### src/rtl/motion_command_frame_encoder_core_macros.svh
// ---------------------------------------------------------------------------
// motion command frame encoder: assertion macros
// concurrent checks, sampled on clk and held off while rst_n is low
// ---------------------------------------------------------------------------
`ifndef MOTION_COMMAND_FRAME_ENCODER_CORE_MACROS_SVH
`define MOTION_COMMAND_FRAME_ENCODER_CORE_MACROS_SVH

// property must hold at every edge out of reset
`define MCFE_ASSERT(label, prop, msg) \
  label: assert property (@(posedge clk) disable iff (!rst_n) (prop)) else $error(msg);

// expression must never be true out of reset
`define MCFE_ASSERT_NEVER(label, expr, msg) \
  label: assert property (@(posedge clk) disable iff (!rst_n) !(expr)) else $error(msg);

`endif

### src/rtl/mcfe_pkg.sv
// ---------------------------------------------------------------------------
// mcfe_pkg
// shared types and constants of the motion command frame encoder
// ---------------------------------------------------------------------------
`default_nettype none

package mcfe_pkg;

  // command codes
  localparam logic [1:0] CMD_RECT  = 2'd0;
  localparam logic [1:0] CMD_POLAR = 2'd1;
  localparam logic [1:0] CMD_STOP  = 2'd2;

  // configuration register indexes
  localparam logic [2:0] CFG_VEL_LIMIT  = 3'd0;
  localparam logic [2:0] CFG_TURN_LIMIT = 3'd1;
  localparam logic [2:0] CFG_RECT_MODE  = 3'd2;
  localparam logic [2:0] CFG_POLAR_MODE = 3'd3;
  localparam logic [2:0] CFG_STOP_MODE  = 3'd4;

  // configuration reset values
  localparam logic [12:0] VEL_LIMIT_RST  = 13'd4000;
  localparam logic [12:0] TURN_LIMIT_RST = 13'd360;
  localparam logic [7:0]  RECT_MODE_RST  = 8'd0;
  localparam logic [7:0]  POLAR_MODE_RST = 8'd1;
  localparam logic [7:0]  STOP_MODE_RST  = 8'd2;

  // status codes, by check slot (in polar mode the turn rate takes slot two)
  localparam logic [2:0] ST_OK           = 3'd0;
  localparam logic [2:0] ST_FIRST_OVER   = 3'd1;
  localparam logic [2:0] ST_FIRST_UNDER  = 3'd2;
  localparam logic [2:0] ST_SECOND_OVER  = 3'd3;
  localparam logic [2:0] ST_SECOND_UNDER = 3'd4;
  localparam logic [2:0] ST_THIRD_OVER   = 3'd5;
  localparam logic [2:0] ST_THIRD_UNDER  = 3'd6;

  // frame encoding
  localparam int          FRAME_BYTES = 8;
  localparam logic [2:0]  FRAME_LAST  = 3'(FRAME_BYTES - 1);
  localparam logic [5:0]  HI_MASK     = 6'h3F;
  localparam logic [6:0]  LO_MASK     = 7'h7F;
  localparam logic [7:0]  SIGN_FLAG   = 8'h40;

  // direction wrap: x / 360 estimated as (x * RECIP_360) >> RECIP_SHIFT,
  // low by at most one for x up to 32768
  localparam logic [8:0]  DEG_FULL    = 9'd360;
  localparam logic [15:0] RECIP_360   = 16'd46603;
  localparam int          RECIP_SHIFT = 24;

  typedef logic [7:0][7:0] frame_bytes_t;

  // checked command, between the check and pack stages
  typedef struct packed {
    logic        err;
    logic [2:0]  status;
    logic        a_neg;
    logic [12:0] a_mag;
    logic        b_neg;
    logic [12:0] b_mag;
    logic        polar;
    logic        d_pos;
    logic [15:0] dx;
    logic [6:0]  dq;
    logic        c_neg;
    logic [12:0] c_mag;
    logic [7:0]  mode;
  } chk_t;

  // packed frame or error, into the serialiser
  typedef struct packed {
    logic         err;
    logic [2:0]   status;
    frame_bytes_t bytes;
  } frm_t;

endpackage

`default_nettype wire

### src/rtl/mcfe_check.sv
// ---------------------------------------------------------------------------
// mcfe_check
// range checks, magnitudes and the quotient estimate for the direction wrap
// ---------------------------------------------------------------------------
`default_nettype none

module mcfe_check import mcfe_pkg::*; (
  input  wire logic [1:0]         command,
  input  wire logic signed [15:0] first_value,
  input  wire logic signed [15:0] second_value,
  input  wire logic signed [15:0] turn_rate,
  input  wire logic [12:0]        vel_limit,
  input  wire logic [12:0]        turn_limit,
  input  wire logic [7:0]         rect_mode,
  input  wire logic [7:0]         polar_mode,
  input  wire logic [7:0]         stop_mode,
  output chk_t                    chk
);

  logic signed [16:0] a_x, b_x, c_x;
  logic signed [16:0] vl_p, vl_n, tl_p, tl_n;
  logic               a_ov, a_un, b_ov, b_un, c_ov, c_un;
  logic [16:0]        a_abs, b_abs, c_abs, d_neg;
  logic               d_pos;
  logic [15:0]        dx;
  logic [31:0]        prod;

  // widened operands and limits
  assign a_x  = {first_value[15], first_value};
  assign b_x  = {second_value[15], second_value};
  assign c_x  = {turn_rate[15], turn_rate};
  assign vl_p = $signed({4'b0000, vel_limit});
  assign tl_p = $signed({4'b0000, turn_limit});
  assign vl_n = -vl_p;
  assign tl_n = -tl_p;

  // limit compares
  assign a_ov = a_x > vl_p;
  assign a_un = a_x < vl_n;
  assign b_ov = b_x > vl_p;
  assign b_un = b_x < vl_n;
  assign c_ov = c_x > tl_p;
  assign c_un = c_x < tl_n;

  // magnitudes
  assign a_abs = a_x[16] ? 17'(-a_x) : 17'(a_x);
  assign b_abs = b_x[16] ? 17'(-b_x) : 17'(b_x);
  assign c_abs = c_x[16] ? 17'(-c_x) : 17'(c_x);

  // direction wrap operand: d - 1 when positive, -d otherwise
  assign d_pos = !second_value[15] && (second_value != 16'sd0);
  assign d_neg = 17'(-b_x);
  assign dx    = d_pos ? 16'(second_value - 16'sd1) : d_neg[15:0];
  assign prod  = 32'(dx) * 32'(RECIP_360);

  // status by command, checks in priority order
  always_comb begin
    chk        = '0;
    chk.a_neg  = a_x[16];
    chk.a_mag  = a_abs[12:0];
    chk.c_neg  = c_x[16];
    chk.c_mag  = c_abs[12:0];
    chk.d_pos  = d_pos;
    chk.dx     = dx;
    chk.dq     = prod[RECIP_SHIFT +: 7];
    chk.status = ST_OK;
    unique case (command)
      CMD_RECT: begin
        chk.b_neg = b_x[16];
        chk.b_mag = b_abs[12:0];
        chk.mode  = rect_mode;
        priority if (a_ov) chk.status = ST_FIRST_OVER;
        else if (a_un)     chk.status = ST_FIRST_UNDER;
        else if (b_ov)     chk.status = ST_SECOND_OVER;
        else if (b_un)     chk.status = ST_SECOND_UNDER;
        else if (c_ov)     chk.status = ST_THIRD_OVER;
        else if (c_un)     chk.status = ST_THIRD_UNDER;
        else               chk.status = ST_OK;
      end
      CMD_POLAR: begin
        chk.polar = 1'b1;
        chk.mode  = polar_mode;
        priority if (a_ov) chk.status = ST_FIRST_OVER;
        else if (a_un)     chk.status = ST_FIRST_UNDER;
        else if (c_ov)     chk.status = ST_SECOND_OVER;
        else if (c_un)     chk.status = ST_SECOND_UNDER;
        else               chk.status = ST_OK;
      end
      default: begin
        // stop and the unused code: three zeros
        chk.a_neg = 1'b0;
        chk.a_mag = '0;
        chk.c_neg = 1'b0;
        chk.c_mag = '0;
        chk.mode  = stop_mode;
      end
    endcase
    chk.err = (chk.status != ST_OK);
  end

endmodule

`default_nettype wire

### src/rtl/mcfe_pack.sv
// ---------------------------------------------------------------------------
// mcfe_pack
// direction remainder correction, value packing and check byte
// ---------------------------------------------------------------------------
`default_nettype none

module mcfe_pack import mcfe_pkg::*; (
  input  wire chk_t chk,
  output frm_t      frm
);

  logic [15:0] qx360;
  logic [16:0] r0;
  logic [8:0]  r1;
  logic [12:0] dir;
  logic        b_neg;
  logic [12:0] b_mag;
  logic [7:0]  chk_byte;

  // remainder of dx by 360, quotient estimate corrected once
  assign qx360 = 16'({chk.dq, 8'b0}) + 16'({chk.dq, 6'b0})
               + 16'({chk.dq, 5'b0}) + 16'({chk.dq, 3'b0});
  assign r0    = 17'(chk.dx) - 17'(qx360);
  assign r1    = (r0 >= 17'(DEG_FULL)) ? 9'(r0 - 17'(DEG_FULL)) : r0[8:0];

  // positive directions land in 1..360, the rest in 0..359
  always_comb begin
    if (chk.d_pos) begin
      dir = 13'(r1) + 13'd1;
    end else if (r1 == 9'd0) begin
      dir = '0;
    end else begin
      dir = 13'(DEG_FULL - r1);
    end
  end

  assign b_neg = chk.polar ? 1'b0 : chk.b_neg;
  assign b_mag = chk.polar ? dir : chk.b_mag;

  // sign flag plus 6 + 7 bit magnitude split
  always_comb begin
    frm.err      = chk.err;
    frm.status   = chk.status;
    frm.bytes[0] = (chk.a_neg ? SIGN_FLAG : 8'h00) | {2'b00, chk.a_mag[12:7] & HI_MASK};
    frm.bytes[1] = {1'b0, chk.a_mag[6:0] & LO_MASK};
    frm.bytes[2] = (b_neg ? SIGN_FLAG : 8'h00) | {2'b00, b_mag[12:7] & HI_MASK};
    frm.bytes[3] = {1'b0, b_mag[6:0] & LO_MASK};
    frm.bytes[4] = (chk.c_neg ? SIGN_FLAG : 8'h00) | {2'b00, chk.c_mag[12:7] & HI_MASK};
    frm.bytes[5] = {1'b0, chk.c_mag[6:0] & LO_MASK};
    // xor check over the six value bytes
    chk_byte     = frm.bytes[0] ^ frm.bytes[1] ^ frm.bytes[2]
                 ^ frm.bytes[3] ^ frm.bytes[4] ^ frm.bytes[5];
    frm.bytes[6] = chk_byte;
    frm.bytes[7] = chk.mode;
  end

endmodule

`default_nettype wire

### src/rtl/mcfe_serial.sv
// ---------------------------------------------------------------------------
// mcfe_serial
// result register: shifts a frame out one byte per transfer
// ---------------------------------------------------------------------------
`default_nettype none

module mcfe_serial import mcfe_pkg::*; (
  input  wire logic       clk,
  input  wire logic       rst_n,
  input  wire logic       load_valid,
  input  wire frm_t       load_frm,
  output logic            ready,
  output logic            out_valid,
  input  wire logic       out_stall,
  output logic [7:0]      out_frame_byte,
  output logic            out_last,
  output logic [2:0]      out_status
);

`include "motion_command_frame_encoder_core_macros.svh"

  logic         v_r, v_nxt;
  logic [2:0]   idx_r, idx_nxt;
  logic         err_r;
  logic [2:0]   status_r;
  frame_bytes_t bytes_r;
  logic         xfer;

  assign out_valid      = v_r;
  assign out_frame_byte = bytes_r[0];
  assign out_last       = err_r || (idx_r == FRAME_LAST);
  assign out_status     = status_r;
  assign xfer           = v_r && !out_stall;
  assign ready          = !v_r || (xfer && out_last);

  // control next state
  always_comb begin
    v_nxt   = v_r;
    idx_nxt = idx_r;
    if (ready) begin
      v_nxt   = load_valid;
      idx_nxt = '0;
    end else if (xfer) begin
      idx_nxt = 3'(idx_r + 3'd1);
    end
  end

  always_ff @(posedge clk) begin
    if (!rst_n) begin
      v_r   <= 1'b0;
      idx_r <= '0;
    end else begin
      v_r   <= v_nxt;
      idx_r <= idx_nxt;
    end
  end

  // payload: load a new frame or shift on transfer
  always_ff @(posedge clk) begin
    if (ready && load_valid) begin
      err_r    <= load_frm.err;
      status_r <= load_frm.status;
      bytes_r  <= load_frm.err ? '0 : load_frm.bytes;
    end else if (xfer) begin
      bytes_r  <= {8'h00, bytes_r[7:1]};
    end
  end

  `MCFE_ASSERT(a_last_rewinds, (xfer && out_last) |=> (idx_r == 3'd0), "index not rewound")
  `MCFE_ASSERT(a_mid_advances, (xfer && !out_last) |=> (out_valid && (idx_r == 3'($past(idx_r) + 3'd1))), "frame byte lost")
  `MCFE_ASSERT_NEVER(a_err_shape, out_valid && (out_status != ST_OK) && ((out_frame_byte != 8'h00) || !out_last), "bad error result")

endmodule

`default_nettype wire

### src/rtl/motion_command_frame_encoder_core.sv
// ---------------------------------------------------------------------------
// motion_command_frame_encoder_core
// motion command range check and eight-byte frame encoder
// ---------------------------------------------------------------------------
// a command passes the input, checked command and result registers before its
// first result byte is offered; a frame leaves as eight byte transfers and an
//   error result as one, the result register shifting one byte per transfer
// input and check stages accept a new command every cycle while free
// reset: rst_n synchronous, active low; clears pipeline valids and loads
//   the configuration registers with their reset values
`default_nettype none

module motion_command_frame_encoder_core import mcfe_pkg::*; (
  input  wire logic               clk,
  input  wire logic               rst_n,
  input  wire logic               in_valid,
  output logic                    in_stall,
  input  wire logic [1:0]         in_command,
  input  wire logic signed [15:0] in_first_value,
  input  wire logic signed [15:0] in_second_value,
  input  wire logic signed [15:0] in_turn_rate,
  output logic                    out_valid,
  input  wire logic               out_stall,
  output logic [7:0]              out_frame_byte,
  output logic                    out_last,
  output logic [2:0]              out_status,
  input  wire logic               cfg_wr_en,
  input  wire logic [2:0]         cfg_index,
  input  wire logic [12:0]        cfg_data
);

  logic [12:0]        vel_limit_r, turn_limit_r;
  logic [7:0]         rect_mode_r, polar_mode_r, stop_mode_r;
  logic               in_v_r, in_v_nxt;
  logic [1:0]         cmd_r;
  logic signed [15:0] a_r, b_r, c_r;
  logic               chk_v_r, chk_v_nxt;
  chk_t               chk_c, chk_r;
  frm_t               frm_c;
  logic               ser_ready;
  logic               s2_ready;
  logic               in_xfer;

  // configuration registers
  always_ff @(posedge clk) begin
    if (!rst_n) begin
      vel_limit_r  <= VEL_LIMIT_RST;
      turn_limit_r <= TURN_LIMIT_RST;
      rect_mode_r  <= RECT_MODE_RST;
      polar_mode_r <= POLAR_MODE_RST;
      stop_mode_r  <= STOP_MODE_RST;
    end else if (cfg_wr_en) begin
      unique case (cfg_index)
        CFG_VEL_LIMIT:  vel_limit_r  <= cfg_data;
        CFG_TURN_LIMIT: turn_limit_r <= cfg_data;
        CFG_RECT_MODE:  rect_mode_r  <= cfg_data[7:0];
        CFG_POLAR_MODE: polar_mode_r <= cfg_data[7:0];
        CFG_STOP_MODE:  stop_mode_r  <= cfg_data[7:0];
        default: ;
      endcase
    end
  end

  // pipeline flow control
  assign s2_ready = !chk_v_r || ser_ready;
  assign in_stall = in_v_r && !s2_ready;
  assign in_xfer  = in_valid && !in_stall;

  always_comb begin
    in_v_nxt = in_v_r;
    if (in_xfer) begin
      in_v_nxt = 1'b1;
    end else if (s2_ready) begin
      in_v_nxt = 1'b0;
    end
    chk_v_nxt = s2_ready ? in_v_r : chk_v_r;
  end

  always_ff @(posedge clk) begin
    if (!rst_n) begin
      in_v_r  <= 1'b0;
      chk_v_r <= 1'b0;
    end else begin
      in_v_r  <= in_v_nxt;
      chk_v_r <= chk_v_nxt;
    end
  end

  // input register
  always_ff @(posedge clk) begin
    if (in_xfer) begin
      cmd_r <= in_command;
      a_r   <= in_first_value;
      b_r   <= in_second_value;
      c_r   <= in_turn_rate;
    end
  end

  mcfe_check u_check (
    .command      (cmd_r),
    .first_value  (a_r),
    .second_value (b_r),
    .turn_rate    (c_r),
    .vel_limit    (vel_limit_r),
    .turn_limit   (turn_limit_r),
    .rect_mode    (rect_mode_r),
    .polar_mode   (polar_mode_r),
    .stop_mode    (stop_mode_r),
    .chk          (chk_c)
  );

  // checked command register
  always_ff @(posedge clk) begin
    if (s2_ready && in_v_r) begin
      chk_r <= chk_c;
    end
  end

  mcfe_pack u_pack (
    .chk (chk_r),
    .frm (frm_c)
  );

  mcfe_serial u_serial (
    .clk            (clk),
    .rst_n          (rst_n),
    .load_valid     (chk_v_r),
    .load_frm       (frm_c),
    .ready          (ser_ready),
    .out_valid      (out_valid),
    .out_stall      (out_stall),
    .out_frame_byte (out_frame_byte),
    .out_last       (out_last),
    .out_status     (out_status)
  );

endmodule

`default_nettype wire

### config.mk
export PLATFORM = sky130hd
export DESIGN_NAME = motion_command_frame_encoder_core
export DESIGN_NICKNAME = d
export VERILOG_FILES = /design/src/rtl/mcfe_pkg.sv /design/src/rtl/mcfe_check.sv /design/src/rtl/mcfe_pack.sv /design/src/rtl/mcfe_serial.sv /design/src/rtl/motion_command_frame_encoder_core.sv
export VERILOG_INCLUDE_DIRS = /design/src /design/src/rtl
export SDC_FILE = /design/constraint.sdc
export NUM_CORES = 1
export LEC_CHECK = 0
export CORE_MARGIN = 8
export CORE_UTILIZATION = 40
export DETAILED_ROUTE_END_ITERATION = 8
export DONT_BUFFER_PORTS = 1
export GPL_TIMING_DRIVEN = 0
export PLACE_DENSITY = 0.66
export SETUP_SLACK_MARGIN = 0.5
export SLEW_MARGIN = 20
export SYNTH_ARGS = -nofsm -noshare
export SYNTH_HDL_FRONTEND = slang
export SYNTH_SLANG_ARGS = --single-unit
### constraint.sdc
create_clock -name clk -period 10.53 [get_ports clk]
set_clock_uncertainty 0.15 [all_clocks]
set_input_delay 2.6325 -clock clk [delete_from_list [all_inputs] [get_ports clk]]
set_output_delay 2.6325 -clock clk [all_outputs]
set_load 0.02 [all_outputs]
==> impl_metrics.toml, run 1 <==
[placed_design]
place_area_um2 = 20000
port_buffers = 0
gp_congestion = 0.899
hpwl_mm = 35.7

[drt]
wire_per_inst_um = 17.5
viasPerCell = 5.28
drt-initial-drc-count = 1074
ant_nets = 0
totalWireLength_mm = 44.3
dr.pass1.iters = 6
vias = 13300
drc_errors = 0

[synthesis]
synthTopCellsByCount = "ha_1, edfxtp_1, nand2_1"
async_flop_share = 0
yosysTopAreaCellShare = 0.311
synth_cells = 1853
synth_most_common_cell = "ha_1"
ys.flop_type = "edfxtp_1"
yosysUniqueCellTypes = 81
syn-num-nets = 2237
synth-edff-count = 197
syn_area_um2 = 19000
seq_area_frac_synth = 0.371
yosys_register_bits = 253
synth_top_cells_by_area = "edfxtp_1, ha_1, fa_1, dfxtp_1, xnor2_1"
yosys.area.top_type = "edfxtp_1"
yosysWarnings = 0
syn_area_per_cell_um2 = 10.2

[sta]
slew_headroom = 0.366
timing.final.crit_share = 0.902
setup_violations = 0
finalWorstPathRequiredPeriod_ns = 9.50
rsz0062_at_grt = "no"
finalMaxSlewViolations = 0
hold_viol_final = 0
max_freq_ghz = 0.105
tightest_slew_ns = 0.944

[cts]
cts_tree = "yes"
clk_pin_slew_worst_paths_ns = 0.06
cts_buffer_depth = 3
insertion_delay_ns = 0.58
cts_inserted_buffers = 27
root_buffer = "clkbuf_16"
cts_max_level = 1
clock-sinks = 253
hold_buffers = 0

[die]
io_pins = 85
die_w_um = 234
core_area_um2 = 47300
initial_core_util = 0.401
die-area_um2 = 54700
num_rows = 80
die_h_um = 234

[global_route]
grt_max_degree = 28
grt_overflow_total = 0
grt_pass1_wl_mm = 71.1
grt_pass1_vias = 13100
track_usage = 0.161
grt_antenna_before_repair = 0

[critical_path]
slowest_delay_ns = 0.55
startpoint_type = "flop"
worst-path-max-fanout = 10
critical_path_class = "flop to flop"
slowest_stage = "fa_1"
timing.critical_path.to_type = "flop"
cp.arrival_ns = 9.65
cp.required_ns = 10.69

[worst_hold_path]
holdCritPathClass = "flop to flop"

[finish]
final_area_um2 = 21000
diodes = 0
fin_nets = 2275
drive_gt1_frac = 0.0570
fill_cells = 4385
area_delta_synth_final_pct = 10.7
final_core_util = 0.444

[status]
status = "finished clean"

[run]
drv_cap = 0
[repair_timing]
| action | in CTS | in global routing |
|---|---|---|
| gates resized for setup | 0 | 15 |
| endpoints found under the setup margin | 0 | 3 |
| setup buffers | 0 | 0 |
[kinds of logic after synthesis]
kind of cell | Yosys count | synth area share
xor+xnor | 144 | 0.0671
compound gates | 342 | 0.124
flops | 253 | 0.371
mux | 23 | 0.0123
simple gates | 517 | 0.133
buf+inv | 261 | 0.0543
fa+ha+maj | 313 | 0.239
[layout make-up]
type                       instances  area [um^2]  area share
clock inverter                    21          280      0.0133
timing repair buffer               9          185     0.00881
multi-input combinational       1339        11000       0.525
buffer                            72          323      0.0154
tap                              615          769      0.0366
sequential                       253         7040       0.335
clock buffer                      28          679      0.0323
inverter                         189          709      0.0337
[routing by layer]
layer / GRT usage / routed length [um]
met5: 0 / 0
met4: 0.0450 / 1110
met3: 0.0198 / 2110
met1: 0.226 / 20800
met2: 0.261 / 20300
[metrics by stage]
stage	setup TNS, ns	worst slack [ns]	instances	hold slack [ns]
after global routing	0	0.585	2526	0.274
final	0	1.03	2526	0.269
after global placement	-71.06	-0.913	2468	0.258
after CTS	0	0.627	2526	0.270
after floorplan	0	0.969	1853	0.250
after detailed placement	0	0.702	2477	0.255
[layout by cell type (no fill, tap or decap), types with 25 or more instances in the layout]
master,instances
xor2_1,41
xnor2_1,95
dfxtp_1,56
edfxtp_1,197
fa_1,84
nor2_1,93
inv_1,186
o21ai_0,83
a21boi_0,42
clkbuf_1,57
o21a_1,47
clkbuf_16,27
ha_1,229
nor3_1,25
a21oi_1,38
nand2_1,196
nand2b_1,44
[sequential cells by signal, indices dropped and copies added (netlist names), 13 cells and up]
signal	cells
u_serial.bytes_r	56
chk_r	79
a_r	16
turn_limit_r	13
c_r	16
b_r	16
vel_limit_r	13
[worst paths after layout]
check                           endpoint  slack, ns  cells after the start  startpoint
setup / recovery               chk_r[26]       1.03                     28      b_r[0]
hold / removal    u_serial.out_status[1]       0.27                      0   chk_r[76]
setup reg to reg               chk_r[26]       1.03                     28      b_r[0]
hold reg to reg   u_serial.out_status[1]       0.27                      0   chk_r[76]
[worst max-delay path: cells and delay by family (launching register included)]
family / cells / cell delay, ns
fa+ha+maj: 8 / 3.52
simple gates: 8 / 2.28
compound gates: 6 / 1.39
buf+inv: 4 / 0.90
xor+xnor: 2 / 0.53
flops: 1 / 0.46
Power of run 1 is not shown: default switching activity piles up to over one toggle a cycle in this logic, so the estimate is an artifact.
==> inputs of run 2 (changes only) <==
--- a/config.mk
+++ b/config.mk
@@ -6,7 +6,7 @@
 export SDC_FILE = /design/constraint.sdc
 export NUM_CORES = 1
 export LEC_CHECK = 0
-export CORE_MARGIN = 8
+export CORE_MARGIN = 2
 export CORE_UTILIZATION = 40
 export DETAILED_ROUTE_END_ITERATION = 8
 export DONT_BUFFER_PORTS = 1
==> impl_metrics.toml, run 2 (synthesis results as in run 1) <==
[cts]
clock-sinks = 253
clk_pin_slew_worst_paths_ns = 0.07
cts_tree = "yes"
cts_inserted_buffers = 28
cts_buffer_depth = 3
root_buffer = "clkbuf_16"
insertion_delay_ns = 0.57
cts_resized = 0
cts_max_level = 1
post-cts-setup-buffers = 0
hold_buffers = 0

[die]
initial_core_util = 0.406
die-area_um2 = 49200
die_w_um = 222
num_rows = 79
io_pins = 85
die_h_um = 222
core_area_um2 = 46800

[sta]
hold_viol_final = 0
setup_tns_ns = 0
finalWorstPathRequiredPeriod_ns = 9.49
timing.final.crit_share = 0.901
rsz0062_at_grt = "no"
finalMaxSlewViolations = 0
slew_headroom = 0.375
tightest_slew_ns = 0.935
postLayoutSetupSlackWorst_ns = 1.04
max_freq_ghz = 0.105
setup_violations = 0

[drt]
drt-initial-drc-count = 1035
drc_errors = 0
ant_nets = 0
viasPerCell = 5.32
vias = 13400
dr.pass1.iters = 5
totalWireLength_mm = 43.6
wire_per_inst_um = 17.3

[critical_path]
slowest_stage = "fa_1"
worst-path-max-fanout = 10
crit_family = "adder cells"
cp.required_ns = 10.71
slowest_delay_ns = 0.55
cpMostUsedCell = "fa_1"
timing.critical_path.to_type = "flop"
cp.arrival_ns = 9.67
startpoint_type = "flop"
critical_path_class = "flop to flop"
critPathBufInv = 6

[global_route]
grt_pass1_wl_mm = 70.7
grt_max_degree = 29
grt_antenna_before_repair = 2
track_usage = 0.177
grt_overflow_total = 0
grt_pass1_vias = 13300

[placed_design]
hpwl_mm = 35.1
port_buffers = 0
pre_cts_ws_ns = 0.970
gp_congestion = 0.891

[finish]
final_core_util = 0.449
fill_cells = 4338
fin_nets = 2275
top_regs = "chk_r: 79 flops, u_serial.bytes_r: 56 flops"
area_delta_synth_final_pct = 10.6
layout_commonest_cell = "ha_1"
drive_gt1_frac = 0.0549
layout_common_cells = "ha_1, edfxtp_1, nand2_1"
top_register = "chk_r"
largest_reg_flops = 79

[run]
drv_cap = 0

[worst_hold_path]
holdCritPathClass = "flop to flop"

[status]
status = "finished clean"
-- run 2: changes by cell type in the layout (fill, tap and decap cells not counted), sizes merged --
cell and change:
clkbuf +3, inv -2, diode +2, buf -2
clkinv +2, clkinvlp +1
-- run 2: worst paths after layout --
check,start,to,slack [ns],cells past startpoint
max,b_r[0],chk_r[28],1.04,31
min,chk_r[76],u_serial.out_status[1],0.31,0
max reg2reg,b_r[0],chk_r[28],1.04,31
min reg2reg,chk_r[76],u_serial.out_status[1],0.31,0
-- run 2: through the flow --
stage	instance area, um^2	hold slack [ns]	cells
6_report	21000	0.309	2522
3_5_place_dp	20000	0.293	2467
2_1_floorplan	19000	0.250	1853
5_1_grt	21000	0.318	2522
3_3_place_gp	19800	0.301	2460
4_1_cts	20900	0.312	2519
-- run 2: layout make-up --
cell class	instances	area, um^2	area share
diodes	2	5.00	0.000238
plain buffers	72	323	0.0154
clock buffers	30	708	0.0337
clock inverters	22	272	0.0129
inverters	189	709	0.0338
multi-input cells	1339	11000	0.525
flip-flops and latches	253	7040	0.335
well taps	607	759	0.0361
repair buffers	8	178	0.00845
-- run 2: routing by layer --
| layer | GRT usage | routed length (um) |
|---|---|---|
| met2 | 0.290 | 20300 |
| met4 | 0.0571 | 1270 |
| met5 | 0 | 0 |
| met1 | 0.245 | 19900 |
| met3 | 0.0216 | 2180 |
-- run 2: worst reg2reg max path, delay by kind of cell (launching register included) --
kind | cells | cell delay (ns)
and+or+nand+nor | 6 | 1.69
AOI/OAI and AO/OA | 9 | 1.88
adders and majority gates | 8 | 3.44
DFF | 1 | 0.39
xor gates and xnor gates | 2 | 0.62
buffers and inverters | 6 | 1.10
Power of run 2 is left out for the same reason.
